$ cat src/rtl/core/hsv2rgb_pkg.sv
`default_nettype none
// ----------------------------------------------------------------------------
// HSV to RGB converter - shared types and constants
// Item format passed from the front end to the back end, sector codes and
// fixed-point constants for the hue and unit scaling.
// ----------------------------------------------------------------------------
package hsv2rgb_pkg;

  // Hue in 1/16 degree: one turn and one 60-degree sector
  localparam logic [12:0] HUE_TURN   = 13'd5760;
  localparam logic [12:0] HUE_SECTOR = 13'd960;

  // 1.0 in unsigned Q0.16
  localparam logic [16:0] UNIT_Q16 = 17'h10000;

  typedef logic [2:0] sector_t;

  // Sectors named by the hue span they cover; odd codes run hue downward
  localparam sector_t SEC_RED_YEL = 3'd0;
  localparam sector_t SEC_YEL_GRN = 3'd1;
  localparam sector_t SEC_GRN_CYN = 3'd2;
  localparam sector_t SEC_CYN_BLU = 3'd3;
  localparam sector_t SEC_BLU_MAG = 3'd4;
  localparam sector_t SEC_MAG_RED = 3'd5;

  // Classified item: sector, weight of X in 1/960 steps, S and V in Q0.16
  typedef struct packed {
    sector_t     sector;
    logic [9:0]  k;
    logic [16:0] sat;
    logic [16:0] val;
  } item_t;

endpackage
`default_nettype wire

$ cat src/rtl/core/hsv2rgb_front.sv
`default_nettype none
// ----------------------------------------------------------------------------
// HSV to RGB converter - front end
// Takes transactions, wraps hue into one turn, finds the sector and the
// position inside it, and turns saturation and value into Q0.16 units.
// ----------------------------------------------------------------------------
module hsv2rgb_front (
  input  logic                clk,
  input  logic                rst,
  input  logic                start,
  output logic                busy,
  input  logic signed [15:0]  hue,
  input  logic signed [15:0]  saturation,
  input  logic signed [15:0]  brightness,
  input  logic                q_full,
  output logic                push,
  output hsv2rgb_pkg::item_t  item
);
  import hsv2rgb_pkg::*;

  localparam logic [17:0] HUE_BIAS  = 18'd34560;   // six turns, keeps hue positive
  localparam logic [17:0] HUE_RECIP = 18'd186414;  // ceil(2^30 / 5760)
  localparam logic [15:0] PCT_RECIP = 16'd41944;   // ceil(2^20 / 25)

  // floor(r * 64 / 25) for a remainder r below 25
  localparam logic [5:0] PCT_FRAC [32] = '{
    6'd0,  6'd2,  6'd5,  6'd7,  6'd10, 6'd12, 6'd15, 6'd17,
    6'd20, 6'd23, 6'd25, 6'd28, 6'd30, 6'd33, 6'd35, 6'd38,
    6'd40, 6'd43, 6'd46, 6'd48, 6'd51, 6'd53, 6'd56, 6'd58,
    6'd61, 6'd0,  6'd0,  6'd0,  6'd0,  6'd0,  6'd0,  6'd0
  };

  localparam logic [12:0] BASE1 = 13'(1 * HUE_SECTOR);
  localparam logic [12:0] BASE2 = 13'(2 * HUE_SECTOR);
  localparam logic [12:0] BASE3 = 13'(3 * HUE_SECTOR);
  localparam logic [12:0] BASE4 = 13'(4 * HUE_SECTOR);
  localparam logic [12:0] BASE5 = 13'(5 * HUE_SECTOR);

  // Q8.8 raw to Q0.16; above 1.0 the raw value is a percentage (raw*256/100)
  function automatic logic [16:0] unit_q16(input logic [15:0] raw, input logic [10:0] qr);
    logic [15:0] rem;
    logic [16:0] q;
    rem = raw - 16'(qr) * 16'd25;
    q   = {qr, 6'b0} + 17'(PCT_FRAC[rem[4:0]]);
    if (raw[15] || raw == 16'd0) begin
      unit_q16 = '0;
    end else if (raw <= 16'd256) begin
      unit_q16 = {raw[8:0], 8'b0};
    end else if (q > UNIT_Q16) begin
      unit_q16 = UNIT_Q16;
    end else begin
      unit_q16 = q;
    end
  endfunction

  logic        adv;
  logic        a_valid, b_valid, c_valid;

  logic [16:0] a_u;
  logic [3:0]  a_hq;
  logic [15:0] a_sraw, a_vraw;
  logic [10:0] a_sqr, a_vqr;

  logic [12:0] b_hu;
  logic [16:0] b_sat, b_val;

  logic [17:0] hue_biased;
  logic [34:0] hue_prod;
  logic [30:0] sat_prod, val_prod;
  logic [16:0] hu_full;
  sector_t     sec;
  logic [12:0] base;
  logic [12:0] f_full;
  logic [9:0]  f;

  assign busy = c_valid && q_full;
  assign adv  = !busy;
  assign push = c_valid && !q_full;

  assign hue_biased = {{2{hue[15]}}, hue} + HUE_BIAS;
  assign hue_prod   = 35'(hue_biased[16:0]) * 35'(HUE_RECIP);
  assign sat_prod   = 31'(saturation[14:0]) * 31'(PCT_RECIP);
  assign val_prod   = 31'(brightness[14:0]) * 31'(PCT_RECIP);

  assign hu_full = a_u - 17'(a_hq) * 17'(HUE_TURN);

  always_comb begin
    if (b_hu < BASE1) begin
      sec  = SEC_RED_YEL;
      base = '0;
    end else if (b_hu < BASE2) begin
      sec  = SEC_YEL_GRN;
      base = BASE1;
    end else if (b_hu < BASE3) begin
      sec  = SEC_GRN_CYN;
      base = BASE2;
    end else if (b_hu < BASE4) begin
      sec  = SEC_CYN_BLU;
      base = BASE3;
    end else if (b_hu < BASE5) begin
      sec  = SEC_BLU_MAG;
      base = BASE4;
    end else begin
      sec  = SEC_MAG_RED;
      base = BASE5;
    end
    f_full = b_hu - base;
    f      = f_full[9:0];
  end

  always_ff @(posedge clk) begin
    if (rst) begin
      a_valid <= 1'b0;
      b_valid <= 1'b0;
      c_valid <= 1'b0;
    end else if (adv) begin
      a_valid <= start;
      b_valid <= a_valid;
      c_valid <= b_valid;
    end
  end

  always_ff @(posedge clk) begin
    if (adv) begin
      a_u         <= hue_biased[16:0];
      a_hq        <= hue_prod[33:30];
      a_sraw      <= saturation;
      a_vraw      <= brightness;
      a_sqr       <= sat_prod[30:20];
      a_vqr       <= val_prod[30:20];
      b_hu        <= hu_full[12:0];
      b_sat       <= unit_q16(a_sraw, a_sqr);
      b_val       <= unit_q16(a_vraw, a_vqr);
      item.sector <= sec;
      // odd sectors weight X by the distance to the sector's end
      item.k      <= sec[0] ? 10'(HUE_SECTOR - 13'(f)) : f;
      item.sat    <= b_sat;
      item.val    <= b_val;
    end
  end

  a_hue_wrapped: assert property (@(posedge clk) disable iff (rst)
    b_valid |-> b_hu < HUE_TURN)
    else $error("wrapped hue out of range");

endmodule
`default_nettype wire

$ cat src/rtl/core/hsv2rgb_queue.sv
`default_nettype none
// ----------------------------------------------------------------------------
// HSV to RGB converter - item queue
// Short first-in first-out buffer between the front end and the back end.
// ----------------------------------------------------------------------------
module hsv2rgb_queue #(
  parameter int unsigned DEPTH = 2
) (
  input  logic               clk,
  input  logic               rst,
  input  logic               push,
  input  hsv2rgb_pkg::item_t wr_item,
  output logic               full,
  input  logic               pop,
  output logic               valid,
  output hsv2rgb_pkg::item_t rd_item
);
  import hsv2rgb_pkg::*;

  localparam int unsigned PW = (DEPTH > 1) ? $clog2(DEPTH) : 1;
  localparam int unsigned CW = $clog2(DEPTH + 1);

  item_t          mem [DEPTH];
  logic [PW-1:0]  wr_ptr, rd_ptr;
  logic [CW-1:0]  count;
  logic           do_push, do_pop;

  assign full    = count == CW'(DEPTH);
  assign valid   = count != '0;
  assign do_push = push && !full;
  assign do_pop  = pop && valid;
  assign rd_item = mem[rd_ptr];

  always_ff @(posedge clk) begin
    if (rst) begin
      wr_ptr <= '0;
      rd_ptr <= '0;
      count  <= '0;
    end else begin
      if (do_push) begin
        wr_ptr <= (wr_ptr == PW'(DEPTH - 1)) ? '0 : wr_ptr + 1'b1;
      end
      if (do_pop) begin
        rd_ptr <= (rd_ptr == PW'(DEPTH - 1)) ? '0 : rd_ptr + 1'b1;
      end
      if (do_push && !do_pop) begin
        count <= count + 1'b1;
      end else if (do_pop && !do_push) begin
        count <= count - 1'b1;
      end
    end
  end

  always_ff @(posedge clk) begin
    if (do_push) begin
      mem[wr_ptr] <= wr_item;
    end
  end

  a_no_overflow: assert property (@(posedge clk) disable iff (rst)
    count <= CW'(DEPTH) && !(push && full))
    else $error("queue overflow");

endmodule
`default_nettype wire

$ cat src/rtl/core/hsv2rgb_back.sv
`default_nettype none
// ----------------------------------------------------------------------------
// HSV to RGB converter - back end
// Pipelined arithmetic: chroma, offset, intermediate component X = C*k/960,
// sector placement and scaling of each channel to 0..255.
// ----------------------------------------------------------------------------
module hsv2rgb_back (
  input  logic               clk,
  input  logic               rst,
  input  logic               in_valid,
  input  hsv2rgb_pkg::item_t in_item,
  output logic               pop,
  output logic               done,
  output logic [7:0]         red,
  output logic [7:0]         green,
  output logic [7:0]         blue
);
  import hsv2rgb_pkg::*;

  localparam logic [20:0] QA_RECIP = 21'd1118482;   // ceil(2^24 / 15)
  localparam logic [26:0] QT_RECIP = 27'd71582789;  // ceil(2^30 / 15)

  // floor(sum * 255 / 2^32); sum never exceeds 2^32 so the result fits a byte
  function automatic logic [7:0] to_byte(input logic [32:0] sum);
    logic [40:0] scaled;
    scaled  = {sum, 8'b0} - 41'(sum);
    to_byte = scaled[39:32];
  endfunction

  logic [5:0]  vld;

  logic [32:0] s1_c;
  logic [25:0] s1_p;
  logic [16:0] s1_s, s1_v;
  sector_t     s1_sec;

  logic [41:0] s2_n;
  logic [32:0] s2_c, s2_m;
  sector_t     s2_sec;

  logic [15:0] s3_a;
  logic [12:0] s3_qa;
  logic [19:0] s3_b;
  logic [32:0] s3_c, s3_m;
  sector_t     s3_sec;

  logic [23:0] s4_t;
  logic [12:0] s4_qa;
  logic [32:0] s4_c, s4_m;
  sector_t     s4_sec;

  logic [32:0] s5_x, s5_c, s5_m;
  sector_t     s5_sec;

  logic [32:0] s6_r, s6_g, s6_b;

  logic [33:0] cv_prod;
  logic [26:0] vk_prod;
  logic [42:0] n_prod;
  logic [36:0] qa_prod;
  logic [15:0] ra_full;
  logic [50:0] qt_prod;
  logic [32:0] r_comp, g_comp, b_comp;

  assign pop = in_valid;

  assign cv_prod = 34'(in_item.sat) * 34'(in_item.val);
  assign vk_prod = 27'(in_item.val) * 27'(in_item.k);
  assign n_prod  = 43'(s1_s) * 43'(s1_p);
  // N / 960 = (N >> 6) / 15, split into a high and a low part
  assign qa_prod = 37'(s2_n[41:26]) * 37'(QA_RECIP);
  assign ra_full = s3_a - 16'(s3_qa) * 16'd15;
  assign qt_prod = 51'(s4_t) * 51'(QT_RECIP);

  always_comb begin
    r_comp = '0;
    g_comp = '0;
    b_comp = '0;
    case (s5_sec)
      SEC_RED_YEL: begin
        r_comp = s5_c;
        g_comp = s5_x;
      end
      SEC_YEL_GRN: begin
        r_comp = s5_x;
        g_comp = s5_c;
      end
      SEC_GRN_CYN: begin
        g_comp = s5_c;
        b_comp = s5_x;
      end
      SEC_CYN_BLU: begin
        g_comp = s5_x;
        b_comp = s5_c;
      end
      SEC_BLU_MAG: begin
        r_comp = s5_x;
        b_comp = s5_c;
      end
      default: begin
        r_comp = s5_c;
        b_comp = s5_x;
      end
    endcase
  end

  always_ff @(posedge clk) begin
    if (rst) begin
      vld  <= '0;
      done <= 1'b0;
    end else begin
      vld  <= {vld[4:0], pop};
      done <= vld[5];
    end
  end

  always_ff @(posedge clk) begin
    s1_c   <= cv_prod[32:0];
    s1_p   <= vk_prod[25:0];
    s1_s   <= in_item.sat;
    s1_v   <= in_item.val;
    s1_sec <= in_item.sector;

    s2_n   <= n_prod[41:0];
    s2_m   <= (33'(s1_v) << 16) - s1_c;
    s2_c   <= s1_c;
    s2_sec <= s1_sec;

    s3_a   <= s2_n[41:26];
    s3_qa  <= qa_prod[36:24];
    s3_b   <= s2_n[25:6];
    s3_c   <= s2_c;
    s3_m   <= s2_m;
    s3_sec <= s2_sec;

    // remainder of the high part rejoins the low bits
    s4_t   <= {ra_full[3:0], s3_b};
    s4_qa  <= s3_qa;
    s4_c   <= s3_c;
    s4_m   <= s3_m;
    s4_sec <= s3_sec;

    s5_x   <= {s4_qa, 20'b0} + 33'(qt_prod[49:30]);
    s5_c   <= s4_c;
    s5_m   <= s4_m;
    s5_sec <= s4_sec;

    s6_r   <= r_comp + s5_m;
    s6_g   <= g_comp + s5_m;
    s6_b   <= b_comp + s5_m;

    red    <= to_byte(s6_r);
    green  <= to_byte(s6_g);
    blue   <= to_byte(s6_b);
  end

  a_x_below_chroma: assert property (@(posedge clk) disable iff (rst)
    vld[4] |-> s5_x <= s5_c)
    else $error("intermediate component exceeds chroma");

endmodule
`default_nettype wire

$ cat src/rtl/core/hsv_to_rgb_converter.sv
`default_nettype none
// ----------------------------------------------------------------------------
// HSV to RGB converter - top level
// Front end classifies each transaction, a short queue decouples it from the
// pipelined arithmetic back end that produces the RGB bytes.
// ----------------------------------------------------------------------------
// A result passes through the front end stages, the queue and the back end stages.
// Throughput: one transaction per clock; the back end pipeline never stalls,
// so with QUEUE_DEPTH above one busy stays low; the queue holds at most one item.
// Reset: synchronous; clears all valid flags and the queue, drops items in
// flight. The receiver cannot stall: each result is shown for one cycle.
module hsv_to_rgb_converter #(
  parameter int unsigned QUEUE_DEPTH = 2
) (
  input  logic               clk,
  input  logic               rst,
  input  logic               start,
  output logic               busy,
  input  logic signed [15:0] hue,
  input  logic signed [15:0] saturation,
  input  logic signed [15:0] brightness,
  output logic               done,
  output logic [7:0]         red,
  output logic [7:0]         green,
  output logic [7:0]         blue
);
  import hsv2rgb_pkg::*;

  localparam int LATENCY = 11;

  logic  q_full, q_push, q_valid, q_pop;
  item_t front_item, head_item;

  hsv2rgb_front u_front (
    .clk        (clk),
    .rst        (rst),
    .start      (start),
    .busy       (busy),
    .hue        (hue),
    .saturation (saturation),
    .brightness (brightness),
    .q_full     (q_full),
    .push       (q_push),
    .item       (front_item)
  );

  hsv2rgb_queue #(
    .DEPTH (QUEUE_DEPTH)
  ) u_queue (
    .clk     (clk),
    .rst     (rst),
    .push    (q_push),
    .wr_item (front_item),
    .full    (q_full),
    .pop     (q_pop),
    .valid   (q_valid),
    .rd_item (head_item)
  );

  hsv2rgb_back u_back (
    .clk      (clk),
    .rst      (rst),
    .in_valid (q_valid),
    .in_item  (head_item),
    .pop      (q_pop),
    .done     (done),
    .red      (red),
    .green    (green),
    .blue     (blue)
  );

  a_never_busy: assert property (@(posedge clk) disable iff (rst)
    !busy)
    else $error("front end stalled");

  a_fixed_latency: assert property (@(posedge clk) disable iff (rst)
    start && !busy |-> ##LATENCY done)
    else $error("result strobe missing after accepted transaction");

endmodule
`default_nettype wire
$ cat config.mk
export PLATFORM = sky130hd
export DESIGN_NAME = hsv_to_rgb_converter
export DESIGN_NICKNAME = d
export VERILOG_FILES = /design/src/rtl/core/hsv2rgb_pkg.sv /design/src/rtl/core/hsv2rgb_front.sv /design/src/rtl/core/hsv2rgb_queue.sv /design/src/rtl/core/hsv2rgb_back.sv /design/src/rtl/core/hsv_to_rgb_converter.sv
export SDC_FILE = /design/constraint.sdc
export NUM_CORES = 2
export LEC_CHECK = 0
export ABC_AREA = 1
export BUFFER_PORTS_ARGS = -buffer_cell sky130_fd_sc_hd__buf_2
export CAP_MARGIN = 10
export CORE_MARGIN = 2
export CORE_UTILIZATION = 30
export CTS_CLUSTER_DIAMETER = 150
export DETAILED_ROUTE_END_ITERATION = 16
export HOLD_SLACK_MARGIN = 0.12
export PLACE_DENSITY_LB_ADDON = 0.3
export SETUP_SLACK_MARGIN = 0.4
export SLEW_MARGIN = 30
export SYNTH_ARGS = -nofsm -noshare
export SYNTH_HDL_FRONTEND = slang
export SYNTH_SLANG_ARGS = --single-unit
$ cat constraint.sdc
create_clock -name clk -period 9.3 [get_ports clk]
set_clock_uncertainty 0.1 [all_clocks]
set_input_delay 0.93 -clock clk [delete_from_list [all_inputs] [get_ports clk]]
set_output_delay 0.93 -clock clk [all_outputs]
set_load 0.02 [all_outputs]
==> flow_summary.toml <==
[place]
gp_congestion = 0.910
portBuffers = 76
dp_hpwl_um = 187000

[clock_network]
post_cts_buffers = 0
cts.clk_slew.worst_paths_ps = 70
clkLatencyLatePin_ps = 740
clk_path_buf_depth = 3
cts.repair.resized = 0
clock_sinks = 908
cts_hold_buf = 0
cts_made_buffers = 96
htree_levels = 3
cts_root_buf = "clkbuf_16"
cts_tree = "done"

[global_route]
grt_max_degree = 90
grt_usage = 0.157
first_global_vias = 65700
grt_overflow = 0
grt_pass1_wl_um = 364000
antenna_found_initial = 3

[logic_synthesis]
synth.avg_cell_area_um2 = 8.66
synth_xor_area_frac = 0.0348
synth.mux.area_fraction = 0.000507
synth-compound-area-share = 0.0759
yosysUniqueCellTypes = 49
synth-edff-count = 259
synthFlopType = "dfxtp_1"
async_reset_ff_frac = 0
synth_fa_ha_area_frac = 0.405
syn-num-nets = 12200
synth_warnings = 0
synth_seq_cells = 908
synth-simple-area-share = 0.134
netlist_instances = 9977
synth_top_family_by_area = "adder cells"
syn_area_um2 = 86400
yosysSeqAreaShare = 0.240

[worst_setup_path]
arrival_ps = 7970
critPathKind = "reg -> reg"
cp-end-kind = "register"
crit_path_max_fanout = 51
start_kind = "register"
crit_required_ps = 9800

[routing]
wl_met1_um = 104000
dr_wl_met2_um = 108000
viasPerCell = 4.55
drc_errors = 0
drt-pass1-iter-count = 6
num_vias = 63100
met3_length_um = 10500
postRouteAntennaNets = 0
avgRoutedWirePerCell_um = 16.4
totalWireLength_um = 228000
drt_iter0_markers = 3962
top_layer_used = "met4"

[timing]
slew_viol_final = 0
tightest_slew_ps = 1070
fmax_ghz = 0.134
fin_crit_sh = 0.804
fin_crit_ps = 7470
hold_viol_final = 0
final.setup.tns_ps = 0
finalSetupViolations = 0
maxSlewHeadroom = 0.283
rsz0062_at_grt = "no"

[layout]
fin_nets = 12200
largest_reg_flops = 94
final_cell_mix = "inv_1, nand2_1, ha_1"
top_register = "u_queue.mem"
top_regs = "u_queue.mem x94, u_front.item x47, u_back.s2_n x36"
num_antenna_cells = 0
drive_gt1_frac = 0.0344
layout_commonest_cell = "inv_1"
syn_to_final_growth_pct = 9.71
fillCellCount = 30200

[floorplanning]
fp-row-count = 197
core_area_um2 = 287000
dieArea_um2 = 292000
initial_core_util = 0.301
fp.dieH_um = 541
die_w_um = 541
ios = 77

[flow_run]
drv_cap = 0

[outcome]
status = "completed"

[hold_path]
min_path_type = "reg -> reg"
cell families after synthesis:
family / after synthesis
DFF: 908
buffers and inverters: 2508
AOI/OAI and AO/OA: 1159
adders and majority gates: 2170
xor gates and xnor gates: 342
and+or+nand+nor: 2886
muxes: 4
cell usage after synthesis (18+ instances only):
cell type,number,area (um^2)
o211ai_1,18,135
a31oi_1,44,275
nand3_1,201,1010
nand4_1,87,544
clkbuf_1,185,694
edfxtp_1,259,7780
a21o_1,51,383
nor2_1,664,2490
o21bai_1,32,240
nand2_1,1780,6680
dfxtp_1,649,13000
a21oi_1,491,2460
ha_1,1127,14100
fa_1,1043,20900
xnor2_1,93,815
o21ai_1,24,120
xor2_1,248,2170
o22ai_1,99,619
nor4_1,39,244
nor3_1,80,400
o21a_1,32,240
inv_1,2303,8640
o21ai_0,297,1490
critical path, cell delays in order (launching register included):
cell and delay (ps):
dfxtp_2 880, buf_4 510, nand2_1 90, o21ai_1 80, buf_4 220, clkinv_1 680
nand2_1 300, fa_1 460, fa_1 490, inv_1 70, fa_1 490, fa_1 420
fa_1 490, inv_1 50, fa_1 480, inv_1 40, ha_1 360, nand2_1 120
nor2_1 210, inv_1 80, nor3_1 210, nand3_1 110, nand3_1 170, a21oi_1 100
xnor2_1 120
stage by stage:
step	instances	hold slack [ps]	utilization	setup WS, ps	cell area, um^2
finish	13900	207	0.330	1830	94800
global route	13900	223	0.330	1230	94800
global placement	13700	210	0.318	1910	91300
CTS	13900	217	0.330	1780	94800
floorplan	9977	210	-	3060	86400
detailed placement	13700	212	0.318	1800	91300
final timing paths:
| path | from | endpoint | slack, ps | depth (start not counted) |
|---|---|---|---|---|
| min | u_back.s3_m[29] | u_back.s4_m[29] | 210 | 0 |
| max | register | u_back.s1_c[27] | 1830 | 24 |
| min reg2reg | u_back.s3_m[29] | u_back.s4_m[29] | 210 | 0 |
| max reg2reg | register | u_back.s1_c[27] | 1830 | 24 |
layout make-up:
cell class                      instances  area (um^2)  share of cell area
Tap cell                             3781         4730              0.0499
Clock inverter                         61          916             0.00966
Timing Repair Buffer                  141          872             0.00920
Clock buffer                          115         2530              0.0267
Sequential cell                       908        20800               0.219
Multi-Input combinational cell       6561        56200               0.593
Inverter                             2313         8690              0.0917
metal layers:
layer | vias to the layer above | global-route usage
li1 | 31100 | -
met1 | 30300 | 0.207
met2 | 1399 | 0.271
met3 | 293 | 0.0195
met4 | 0 | 0.0355
met5 | - | 0
Power is left out: the tool's default activity adds up to more than one toggle a clock period on the data nets, which glitch-free logic cannot reach.
